<file path="src/hw/rtl/sts_pkg.sv">
// ----------------------------------------------------------------------------
// Sine Taylor series package
// Shared constants, datapath operation codes and the command and status
// types that pass between the controller and the datapath.
// ----------------------------------------------------------------------------
package sts_pkg;

    // Fixed field widths of the block's ports.
    localparam int ANGLE_W = 32;
    localparam int THR_W   = 29;
    localparam int TERMS_W = 5;

    // Datapath operation codes.
    localparam logic [3:0] OP_NONE   = 4'd0;
    localparam logic [3:0] OP_LOAD   = 4'd1;
    localparam logic [3:0] OP_SQ_LO  = 4'd2;
    localparam logic [3:0] OP_SQ_HI  = 4'd3;
    localparam logic [3:0] OP_X2     = 4'd4;
    localparam logic [3:0] OP_ACC    = 4'd5;
    localparam logic [3:0] OP_MUL_LO = 4'd6;
    localparam logic [3:0] OP_MUL_HI = 4'd7;
    localparam logic [3:0] OP_REC_LO = 4'd8;
    localparam logic [3:0] OP_REC_HI = 4'd9;
    localparam logic [3:0] OP_BACK   = 4'd10;
    localparam logic [3:0] OP_FIX    = 4'd11;
    localparam logic [3:0] OP_FINISH = 4'd12;

    // Command from the controller: the operation and, for an accumulate,
    // whether the newest term is subtracted.
    typedef struct packed {
        logic [3:0] op;
        logic       sub;
    } t_dp_cmd;

    // Status back to the controller.
    typedef struct packed {
        logic below_thr;
    } t_dp_stat;

endpackage

</file>
<file path="src/hw/rtl/sts_datapath.sv">
// ----------------------------------------------------------------------------
// Sine Taylor series datapath
// Holds the angle, its square, the running term and the sum. One shared
// multiplier works in halves; division by (2k)(2k+1) uses a reciprocal
// table followed by a single correction step.
// ----------------------------------------------------------------------------
module sts_datapath #(
    parameter int FRAC_BITS = 28,
    parameter int MAX_TERMS = 16
) (
    input  logic                                  i_clk,
    input  logic                                  i_rst_n,
    input  sts_pkg::t_dp_cmd                      i_cmd,
    input  logic [$clog2(MAX_TERMS)-1:0]          i_term_idx,
    input  logic signed [sts_pkg::ANGLE_W-1:0]    i_angle,
    input  logic                                  i_thr_we,
    input  logic [sts_pkg::THR_W-1:0]             i_thr_data,
    output sts_pkg::t_dp_stat                     o_stat,
    output logic signed [FRAC_BITS+1:0]           o_sine
);
    import sts_pkg::*;

    // Widths: |x| <= 4, terms < 11, x^2 <= 16, products before division < 176.
    localparam int AXW  = FRAC_BITS + 3;
    localparam int CW   = FRAC_BITS + 4;
    localparam int XW   = FRAC_BITS + 5;
    localparam int QW   = FRAC_BITS + 8;
    localparam int RW   = QW - 2;
    localparam int SW   = FRAC_BITS + 5;
    localparam int OW   = FRAC_BITS + 2;
    localparam int IW   = $clog2(MAX_TERMS);
    localparam int DMAX = 2 * MAX_TERMS * (2 * MAX_TERMS + 1);
    localparam int DW   = $clog2(DMAX + 1);
    localparam int BH0  = (RW + 1) / 2;
    localparam int BH   = (BH0 > DW) ? BH0 : DW;
    localparam int PW   = QW + BH;
    localparam int AW   = QW + 2 * BH;
    localparam int EW   = (AXW > ANGLE_W + 1) ? AXW : ANGLE_W + 1;
    localparam int CMPW = (CW > THR_W) ? CW : THR_W;

    localparam logic [EW-1:0]        LIM       = EW'(64'd4 << FRAC_BITS);
    localparam logic signed [SW-1:0] ONE_S     = SW'(64'd1 << FRAC_BITS);
    localparam logic [THR_W-1:0]     THR_RESET = THR_W'(((64'd1 << FRAC_BITS) + 5000) / 10000);

    // Divisor and reciprocal tables, one entry per term.
    logic [DW-1:0] w_d_tab [MAX_TERMS];
    logic [RW-1:0] w_r_tab [MAX_TERMS];

    genvar g;
    generate
        for (g = 0; g < MAX_TERMS; g++) begin : g_tab
            localparam longint unsigned D_G = (2 * (g + 1)) * (2 * (g + 1) + 1);
            localparam longint unsigned R_G = (64'd1 << QW) / D_G;
            assign w_d_tab[g] = DW'(D_G);
            assign w_r_tab[g] = RW'(R_G);
        end
    endgenerate

    logic [AXW-1:0]        r_ax;
    logic                  r_neg;
    logic [XW-1:0]         r_x2;
    logic [CW-1:0]         r_cur;
    logic [QW-1:0]         r_q;
    logic [RW-1:0]         r_est;
    logic [AW-1:0]         r_acc;
    logic signed [SW-1:0]  r_sum;
    logic [OW-1:0]         r_sine;
    logic [THR_W-1:0]      r_stop_thr;

    logic signed [EW-1:0]  w_ang_ext;
    logic [EW-1:0]         w_abs;
    logic [EW-1:0]         w_ax_clamp;
    logic [AXW-1:0]        w_ax;
    logic [2*BH-1:0]       w_ax_w;
    logic [2*BH-1:0]       w_x2_w;
    logic [2*BH-1:0]       w_r_w;
    logic [DW-1:0]         w_d;
    logic [QW-1:0]         w_q_now;
    logic [RW-1:0]         w_est_now;
    logic [QW-1:0]         w_mul_a;
    logic [BH-1:0]         w_mul_b;
    logic [PW-1:0]         w_prod;
    logic [QW-1:0]         w_rem;
    logic                  w_fix;
    logic [CW-1:0]         w_cur_new;
    logic signed [SW-1:0]  w_cur_s;
    logic signed [SW-1:0]  w_signed;
    logic signed [SW-1:0]  w_sat;

    // Magnitude of the angle, clamped to 4.0.
    assign w_ang_ext  = EW'(i_angle);
    assign w_abs      = w_ang_ext[EW-1] ? EW'(-w_ang_ext) : EW'(w_ang_ext);
    assign w_ax_clamp = (w_abs > LIM) ? LIM : w_abs;
    assign w_ax       = w_ax_clamp[AXW-1:0];

    // Operands split into halves for the shared multiplier.
    assign w_ax_w    = (2*BH)'(r_ax);
    assign w_x2_w    = (2*BH)'(r_x2);
    assign w_r_w     = (2*BH)'(w_r_tab[i_term_idx]);
    assign w_d       = w_d_tab[i_term_idx];
    assign w_q_now   = r_acc[FRAC_BITS +: QW];
    assign w_est_now = r_acc[QW +: RW];

    // Operand selection for the shared multiplier.
    always_comb begin
        case (i_cmd.op)
            OP_SQ_LO: begin
                w_mul_a = QW'(r_ax);
                w_mul_b = w_ax_w[BH-1:0];
            end
            OP_SQ_HI: begin
                w_mul_a = QW'(r_ax);
                w_mul_b = w_ax_w[2*BH-1:BH];
            end
            OP_MUL_LO: begin
                w_mul_a = QW'(r_cur);
                w_mul_b = w_x2_w[BH-1:0];
            end
            OP_MUL_HI: begin
                w_mul_a = QW'(r_cur);
                w_mul_b = w_x2_w[2*BH-1:BH];
            end
            OP_REC_LO: begin
                w_mul_a = w_q_now;
                w_mul_b = w_r_w[BH-1:0];
            end
            OP_REC_HI: begin
                w_mul_a = r_q;
                w_mul_b = w_r_w[2*BH-1:BH];
            end
            OP_BACK: begin
                w_mul_a = QW'(w_est_now);
                w_mul_b = BH'(w_d);
            end
            default: begin
                w_mul_a = '0;
                w_mul_b = '0;
            end
        endcase
    end

    assign w_prod = PW'(w_mul_a) * PW'(w_mul_b);

    // The reciprocal estimate is at most one short; the remainder tells.
    assign w_rem     = r_q - r_acc[QW-1:0];
    assign w_fix     = (w_rem >= QW'(w_d));
    assign w_cur_new = CW'(r_est) + CW'(w_fix);
    assign w_cur_s   = $signed({{(SW-CW){1'b0}}, r_cur});

    // Sign applied to the sum, then saturation to plus or minus one.
    assign w_signed = r_neg ? -r_sum : r_sum;
    always_comb begin
        if (w_signed > ONE_S) begin
            w_sat = ONE_S;
        end else if (w_signed < -ONE_S) begin
            w_sat = -ONE_S;
        end else begin
            w_sat = w_signed;
        end
    end

    // Product accumulator: low halves and the back multiply load it, high halves add in shifted.
    always_ff @(posedge i_clk) begin
        if (i_cmd.op inside {OP_SQ_LO, OP_MUL_LO, OP_REC_LO, OP_BACK}) begin
            r_acc <= AW'(w_prod);
        end else if (i_cmd.op inside {OP_SQ_HI, OP_MUL_HI, OP_REC_HI}) begin
            r_acc <= r_acc + (AW'(w_prod) << BH);
        end
    end

    // Operand, term and sum registers.
    always_ff @(posedge i_clk) begin
        case (i_cmd.op)
            OP_LOAD: begin
                r_ax  <= w_ax;
                r_neg <= i_angle[ANGLE_W-1];
                r_cur <= CW'(w_ax);
                r_sum <= $signed({{(SW-AXW){1'b0}}, w_ax});
            end
            OP_X2: begin
                r_x2 <= r_acc[FRAC_BITS +: XW];
            end
            OP_REC_LO: begin
                r_q <= w_q_now;
            end
            OP_BACK: begin
                r_est <= w_est_now;
            end
            OP_FIX: begin
                r_cur <= w_cur_new;
            end
            OP_ACC: begin
                if (i_cmd.sub) begin
                    r_sum <= r_sum - w_cur_s;
                end else begin
                    r_sum <= r_sum + w_cur_s;
                end
            end
            OP_FINISH: begin
                r_sine <= w_sat[OW-1:0];
            end
            default: begin
            end
        endcase
    end

    // Stop threshold register.
    always_ff @(posedge i_clk) begin
        if (!i_rst_n) begin
            r_stop_thr <= THR_RESET;
        end else if (i_thr_we) begin
            r_stop_thr <= i_thr_data;
        end
    end

    assign o_stat.below_thr = (CMPW'(r_cur) < CMPW'(r_stop_thr));
    assign o_sine           = $signed(r_sine);

endmodule

</file>
<file path="src/hw/rtl/sts_ctrl.sv">
// ----------------------------------------------------------------------------
// Sine Taylor series controller
// Sequences the datapath through squaring the angle and then one pass of
// seven steps per Taylor term, and registers the result strobe.
// ----------------------------------------------------------------------------
module sts_ctrl #(
    parameter int MAX_TERMS = 16
) (
    input  logic                              i_clk,
    input  logic                              i_rst_n,
    input  logic                              i_start,
    input  sts_pkg::t_dp_stat                 i_stat,
    output logic                              o_busy,
    output sts_pkg::t_dp_cmd                  o_cmd,
    output logic [$clog2(MAX_TERMS)-1:0]      o_term_idx,
    output logic                              o_strobe,
    output logic [sts_pkg::TERMS_W-1:0]       o_terms_used,
    output logic                              o_hit_limit
);
    import sts_pkg::*;

    localparam int KW = $clog2(MAX_TERMS + 1);
    localparam int IW = $clog2(MAX_TERMS);

    localparam logic [3:0] S_IDLE   = 4'd0;
    localparam logic [3:0] S_SQ_LO  = 4'd1;
    localparam logic [3:0] S_SQ_HI  = 4'd2;
    localparam logic [3:0] S_X2     = 4'd3;
    localparam logic [3:0] S_CHECK  = 4'd4;
    localparam logic [3:0] S_MUL_LO = 4'd5;
    localparam logic [3:0] S_MUL_HI = 4'd6;
    localparam logic [3:0] S_REC_LO = 4'd7;
    localparam logic [3:0] S_REC_HI = 4'd8;
    localparam logic [3:0] S_BACK   = 4'd9;
    localparam logic [3:0] S_FIX    = 4'd10;
    localparam logic [3:0] S_FINISH = 4'd11;

    logic [3:0]         r_state;
    logic [3:0]         n_state;
    logic [KW-1:0]      r_k;
    logic [KW-1:0]      n_k;
    logic               r_limit;
    logic               n_limit;
    logic               r_strobe;
    logic [TERMS_W-1:0] r_terms;
    logic               r_hit;
    logic               w_at_max;
    logic [KW+TERMS_W-1:0] w_k_ext;

    assign w_at_max = (r_k == KW'(MAX_TERMS));
    assign w_k_ext  = {{TERMS_W{1'b0}}, r_k};

    // Next state, term count and datapath command.
    always_comb begin
        n_state   = r_state;
        n_k       = r_k;
        n_limit   = r_limit;
        o_cmd.op  = OP_NONE;
        o_cmd.sub = r_k[0];
        case (r_state)
            S_IDLE: begin
                if (i_start) begin
                    o_cmd.op = OP_LOAD;
                    n_k      = '0;
                    n_limit  = 1'b0;
                    n_state  = S_SQ_LO;
                end
            end
            S_SQ_LO: begin
                o_cmd.op = OP_SQ_LO;
                n_state  = S_SQ_HI;
            end
            S_SQ_HI: begin
                o_cmd.op = OP_SQ_HI;
                n_state  = S_X2;
            end
            S_X2: begin
                o_cmd.op = OP_X2;
                n_state  = S_CHECK;
            end
            S_CHECK: begin
                // Add the term just made, then decide whether to go on.
                if (r_k != '0) begin
                    o_cmd.op = OP_ACC;
                end
                if (i_stat.below_thr) begin
                    n_state = S_FINISH;
                end else if (w_at_max) begin
                    n_limit = 1'b1;
                    n_state = S_FINISH;
                end else begin
                    n_state = S_MUL_LO;
                end
            end
            S_MUL_LO: begin
                o_cmd.op = OP_MUL_LO;
                n_state  = S_MUL_HI;
            end
            S_MUL_HI: begin
                o_cmd.op = OP_MUL_HI;
                n_state  = S_REC_LO;
            end
            S_REC_LO: begin
                o_cmd.op = OP_REC_LO;
                n_state  = S_REC_HI;
            end
            S_REC_HI: begin
                o_cmd.op = OP_REC_HI;
                n_state  = S_BACK;
            end
            S_BACK: begin
                o_cmd.op = OP_BACK;
                n_state  = S_FIX;
            end
            S_FIX: begin
                o_cmd.op = OP_FIX;
                n_k      = r_k + KW'(1);
                n_state  = S_CHECK;
            end
            S_FINISH: begin
                o_cmd.op = OP_FINISH;
                n_state  = S_IDLE;
            end
            default: begin
                n_state = S_IDLE;
            end
        endcase
    end

    // Control registers.
    always_ff @(posedge i_clk) begin
        if (!i_rst_n) begin
            r_state  <= S_IDLE;
            r_k      <= '0;
            r_limit  <= 1'b0;
            r_strobe <= 1'b0;
        end else begin
            r_state  <= n_state;
            r_k      <= n_k;
            r_limit  <= n_limit;
            r_strobe <= (r_state == S_FINISH);
        end
    end

    // Term count and limit flag result registers, loaded in the finishing cycle together with the sine.
    always_ff @(posedge i_clk) begin
        if (r_state == S_FINISH) begin
            r_terms <= w_k_ext[TERMS_W-1:0];
            r_hit   <= r_limit;
        end
    end

    assign o_busy       = (r_state != S_IDLE);
    assign o_term_idx   = r_k[IW-1:0];
    assign o_strobe     = r_strobe;
    assign o_terms_used = r_terms;
    assign o_hit_limit  = r_hit;

    // The term count never passes the limit.
    a_k_bound: assert property (@(posedge i_clk) disable iff (!i_rst_n)
        r_k <= KW'(MAX_TERMS))
        else $error("term count beyond limit");

    // A strobe lasts one cycle.
    a_strobe_single: assert property (@(posedge i_clk) disable iff (!i_rst_n)
        r_strobe |=> !r_strobe)
        else $error("result strobe held for more than one cycle");

    // The limit flag is only raised with the full term count.
    a_limit_count: assert property (@(posedge i_clk) disable iff (!i_rst_n)
        r_limit |-> w_at_max)
        else $error("limit flagged before all terms were added");

    // A new term is only started while below the limit.
    a_term_start: assert property (@(posedge i_clk) disable iff (!i_rst_n)
        (r_state == S_MUL_LO) |-> !w_at_max)
        else $error("term started at the limit");

endmodule

</file>
<file path="src/hw/rtl/sine_taylor_series.sv">
// ----------------------------------------------------------------------------
// Sine Taylor series
// Computes sin(x) for a signed Q3.28 angle by summing Taylor terms until a
// term falls below a programmable threshold or the term limit is reached.
// ----------------------------------------------------------------------------
// Usage:
// An angle on i_angle is taken at a rising edge with start high and busy
// low. busy stays high while the series is summed. The result appears on
// o_sine, o_terms_used and o_hit_limit, marked by o_strobe high for exactly
// one cycle; the receiver cannot stall it and must take it in that cycle.
// Each term is made on the one shared multiplier: two halves of the
// multiply by x squared, two halves of the reciprocal multiply, the back
// multiply, the quotient correction and the accumulate with the stop test.
// Squaring the angle comes first, once per transaction.
// A new angle may be accepted in the strobe cycle itself.
// The stop threshold is written through i_cfg_valid / o_cfg_ready and
// i_cfg_data while the block is idle. Reset is synchronous and active low;
// it returns the controller to idle and the threshold to 0.0001.
// ----------------------------------------------------------------------------
module sine_taylor_series #(
    parameter int FRAC_BITS = 28,
    parameter int MAX_TERMS = 16
) (
    input  logic                                i_clk,
    input  logic                                i_rst_n,
    input  logic                                start,
    output logic                                busy,
    input  logic signed [sts_pkg::ANGLE_W-1:0]  i_angle,
    input  logic                                i_cfg_valid,
    output logic                                o_cfg_ready,
    input  logic [sts_pkg::THR_W-1:0]           i_cfg_data,
    output logic                                o_strobe,
    output logic signed [FRAC_BITS+1:0]         o_sine,
    output logic [sts_pkg::TERMS_W-1:0]         o_terms_used,
    output logic                                o_hit_limit
);
    import sts_pkg::*;

    t_dp_cmd                      w_cmd;
    t_dp_stat                     w_stat;
    logic [$clog2(MAX_TERMS)-1:0] w_term_idx;
    logic                         w_busy;
    logic                         w_thr_we;

    // The threshold is taken whenever no transaction is in progress.
    assign o_cfg_ready = ~w_busy;
    assign w_thr_we    = i_cfg_valid & ~w_busy;
    assign busy        = w_busy;

    sts_ctrl #(
        .MAX_TERMS (MAX_TERMS)
    ) u_ctrl (
        .i_clk        (i_clk),
        .i_rst_n      (i_rst_n),
        .i_start      (start),
        .i_stat       (w_stat),
        .o_busy       (w_busy),
        .o_cmd        (w_cmd),
        .o_term_idx   (w_term_idx),
        .o_strobe     (o_strobe),
        .o_terms_used (o_terms_used),
        .o_hit_limit  (o_hit_limit)
    );

    sts_datapath #(
        .FRAC_BITS (FRAC_BITS),
        .MAX_TERMS (MAX_TERMS)
    ) u_datapath (
        .i_clk      (i_clk),
        .i_rst_n    (i_rst_n),
        .i_cmd      (w_cmd),
        .i_term_idx (w_term_idx),
        .i_angle    (i_angle),
        .i_thr_we   (w_thr_we),
        .i_thr_data (i_cfg_data),
        .o_stat     (w_stat),
        .o_sine     (o_sine)
    );

endmodule
</file>
<file path="config.mk">
export PLATFORM = sky130hd
export DESIGN_NAME = sine_taylor_series
export DESIGN_NICKNAME = d
export VERILOG_FILES = /design/src/hw/rtl/sts_pkg.sv /design/src/hw/rtl/sts_datapath.sv /design/src/hw/rtl/sts_ctrl.sv /design/src/hw/rtl/sine_taylor_series.sv
export SDC_FILE = /design/constraint.sdc
export NUM_CORES = 2
export LEC_CHECK = 0
export BUFFER_PORTS_ARGS = -buffer_cell sky130_fd_sc_hd__buf_4
export CAP_MARGIN = 20
export CORE_ASPECT_RATIO = 0.8
export CORE_MARGIN = 3
export CORE_UTILIZATION = 50
export CTS_CLUSTER_DIAMETER = 60
export CTS_CLUSTER_SIZE = 24
export DETAILED_ROUTE_END_ITERATION = 6
export PLACE_DENSITY_LB_ADDON = 0.2
export SETUP_SLACK_MARGIN = 0.3
export SLEW_MARGIN = 5
export SYNTH_ARGS = -nofsm -noshare
export SYNTH_HDL_FRONTEND = slang
export SYNTH_HIERARCHICAL = 1
export SYNTH_SLANG_ARGS = --single-unit
</file>
<file path="constraint.sdc">
create_clock -name i_clk -period 22.4 [get_ports i_clk]
set_input_delay 2.24 -clock i_clk [delete_from_list [all_inputs] [get_ports i_clk]]
set_output_delay 2.24 -clock i_clk [all_outputs]
set_load 0.05 [all_outputs]
</file>
==> impl_metrics.csv <==
group,metric,value,unit
status,status,"finished, final reports clean",
setup_path,startpoint_type,"input port",
setup_path,r2r_slack,8.50,ns
setup_path,crit_buf_inv,8,
placement,place.gp.congestion,1.01,
yosys,synth_area_leaders,"fa_1 (23%), edfxtp_1 (19%), ha_1 (8.5%), nand2_1 (6.6%), inv_1 (6.4%)",
timing,period_minus_slack,14.25,ns
timing,fin_setup_tns,0,ns
layout,multi_input_area,31100,µm²
floorplanning,ios,104,
power,pwr-share-comb,0.518,
yosys,ys_async_sr_fraction,0,
timing,worst_slew_pin_slew,1.10,ns
floorplanning,rows,97,
yosys,netlist_instances,5185,
layout,layout-area-overhead-vs-synth,6.11,%
setup_path,cpMaxStageDelayCell,"inv_2",
cts,clkLatencyLatePin,0.62,ns
routing,vias,37865,
grt,grt_overflow,0,
yosys,ys_seq_area_frac,0.219,
setup_path,crit_family,"compound AO/OA/AOI/OAI gates",
setup_path,crit_type,"input port to register",
routing,post_drt_wl_per_cell,23.7,µm
power,power_frac_seq,0.312,
floorplanning,dieArea,92900,µm²
routing,vias_per_cell,5.98,
setup_path,cpMostUsedCell,"fa_1",
cts,cts_max_level,1,
floorplanning,initial_core_util,0.507,
power,p_sw_frac,0.470,
setup_path,critPathMaxFanout,52,
placement,place_area,46400,µm²
cts,path_clk_slew,0.09,ns
power,p_leak,21.0,nW
power,peakVddDrop,0.0539,mV
grt,grt_start_max_net_pins,69,
yosys,synth-edff-count,287,
min_path,holdPathStages,0,
setup_path,r2r_end,"u_datapath/r_acc[63]$_SDFFE_PN0P_",
floorplanning,fp.dieW,340,µm
cts,cts_root_buf,"clkbuf_16",
setup_path,cp.arrival,14.74,ns
yosys,synth.avg_cell_area,8.61,µm²
routing,drc,0,
timing,finalClockSkew,0.0320,ns
timing,period_share,0.636,
min_path,hold_path.startpoint,"u_ctrl/r_limit$_SDFFE_PN0P_",
floorplanning,dieHeight,273,µm
cts,postCtsHoldBufs,0,
setup_path,worstReg2RegStart,"u_ctrl/r_k[1]$_SDFFE_PN0P_",
cts,post_cts_buffers,0,
layout,mostFrequentLayoutCell,"nand2_1",
layout,ff_latch_area,9760,µm²
grt,grt_pass1_wl,227,mm
timing,max_freq,70.2,MHz
cts,cts_buffer_depth,3,
setup_path,reg2regPathDepth,46,
yosys,syn-num-nets,6065,
setup_path,end_kind,"register",
cts,numCtsBuffers,27,
timing,setup_viol,0,
power,p_sw,0.00145,W
cts,cts_resized,0,
routing,drt_iter0_drc,4245,
run,drv_cap,0,
power,powerDensity,65.2,nW/µm²
layout,layout-drive-gt1-share,0.0537,
yosys,ys.flop_type,"edfxtp_1",
timing,hold_viol,0,
layout,fillCellCount,8310,
layout,final_cell_mix,"nand2_1 (789), inv_1 (760), fa_1 (512)",
placement,place.port_buffers,103,
timing,timing.slew.headroom,0.270,
routing,wl,150,mm
min_path,hold_class,"register to register",
timing,final_max_slew_viol_count,0,
yosys,netlist.area_leader.share,0.230,
layout,fin_nets,6001,
yosys,synth.cell_area,44600,µm²
grt,grt_pass1_vias,36183,
timing,rsz0062_at_grt,"false",
yosys,synth_top_area_cell,"fa_1",
grt,track_usage,0.321,
placement,place_hpwl,120,mm
yosys,yosys_warnings,6,
power,pwr-share-clk,0.170,
cts,cts.sink_count,344,
layout,stdcell_area,47400,µm²
setup_path,critPathRequiredTime,22.89,ns
setup_path,cp_num_cells,45,
floorplanning,core,88000,µm²
yosys,ys_seq_elements,344,
power,internal-power,0.00164,W
setup_path,critPathMaxStageDelay,0.66,ns
routing,drt_first_pass_iters,6,
cts,cts_tree,"yes",
min_path,min_delay_worst_endpoint,"u_ctrl/o_hit_limit$_DFFE_PP_",
routing,ant_nets,0,
yosys,netlist-cell-type-count,91,
grt,antenna_found_initial,4,
synth_stat cells (all sizes together), types with 10 or more instances:
cell type	number
buf	44
a31oi	39
nor4	22
nor3b	10
edfxtp	287
or4	25
o21a	27
xnor2	127
o211ai	29
a21boi	10
o22ai	17
ha	303
nor2	401
o31ai	29
o21ai	227
mux2i	48
or2	16
a221oi	16
nand2b	39
dfxtp	57
fa	512
xor2	141
and3	38
a211oi	27
clkbuf	214
and2	67
inv	764
a22oi	54
a21o	111
nand3	62
nor2b	60
o41ai	14
nand2	789
a21oi	262
or3	25
nand4	46
nor3	57
and4	28
o21bai	23
power by group through the flow:
stage	clock [W]	combinational, W	sequential (W)
final	0.000525	0.00160	0.000963
after global routing	0.000555	0.00175	0.000960
after floorplan	0	0.00112	0.000879
after global placement	0	0.00155	0.000968
after CTS	0.000533	0.00156	0.000952
after detailed placement	0	0.00155	0.000966
per-layer routing:
layer,global-route usage,vias up,part of all wire
li1,-,17031,-
met1,0.496,18750,0.45
met2,0.449,1868,0.40
met3,0.0772,214,0.12
met4,0.0760,2,0.027
met5,0,-,0.000087
cell type report:
type | instances | area share
timing repair buffer | 165 | 0.0261
clock inverter | 20 | 0.00523
sequential | 344 | 0.206
clock buffer | 30 | 0.0145
multi-input combinational | 3818 | 0.656
tap | 1188 | 0.0314
inverter | 765 | 0.0606
antenna | 1 | 0.0000528
worst max-delay path by stage:
stage	from	endpoint	slack, ns
final	start	u_datapath/r_acc[63]$_SDFFE_PN0P_	8.15
after global routing	start	u_datapath/r_acc[63]$_SDFFE_PN0P_	7.53
after CTS	start	u_datapath/r_acc[69]$_SDFFE_PN0P_	8.41
after detailed placement	start	u_datapath/r_acc[63]$_SDFFE_PN0P_	7.82
after global placement	start	u_datapath/r_acc[69]$_SDFFE_PN0P_	7.99
after floorplan	start	u_datapath/r_acc[69]$_SDFFE_PN0P_	9.49
logic make-up (layout without fill, tap and decap cells):
| logic type | count (synthesis) | in the layout | synth area share |
|---|---|---|---|
| flip-flops | 344 | 344 | 0.219 |
| multiplexers | 50 | 50 | 0.0113 |
| other | 0 | 1 | 0 |
| XOR/XNOR | 268 | 268 | 0.0526 |
| adder cells (fa/ha/maj) | 815 | 815 | 0.315 |
| buffers and inverters | 1023 | 980 | 0.0877 |
| AO/OA/AOI/OAI | 979 | 979 | 0.140 |
| AND/OR/NAND/NOR | 1706 | 1706 | 0.175 |
sequential cells by signal (all words and copies together), names as in the netlist, 4 cells and up:
| register | cells |
|---|---|
| u_datapath/r_q | 36 |
| u_datapath/r_sum | 33 |
| u_datapath/r_stop_thr | 29 |
| u_ctrl/o_terms_used | 5 |
| u_ctrl/r_state | 4 |
| u_datapath/o_sine | 30 |
| u_datapath/r_x2 | 33 |
| u_datapath/r_est | 32 |
| u_datapath/r_cur | 32 |
| u_ctrl/r_k | 5 |
| u_datapath/r_acc | 70 |
| u_datapath/r_ax | 31 |
metrics by stage:
step / hold WS (ns) / setup slack [ns] / std cells / total power (W) / util
2_1_floorplan: 0.409 / 9.49 / 5185 / 0.00200 / -
3_3_place_gp: 0.437 / 7.99 / 6278 / 0.00252 / 0.528
3_5_place_dp: 0.430 / 7.82 / 6278 / 0.00252 / 0.528
4_1_cts: 0.461 / 8.41 / 6328 / 0.00305 / 0.538
5_1_grt: 0.482 / 7.53 / 6330 / 0.00327 / 0.538
6_report: 0.465 / 8.15 / 6331 / 0.00309 / 0.538
(Power assumes the default switching activity.)
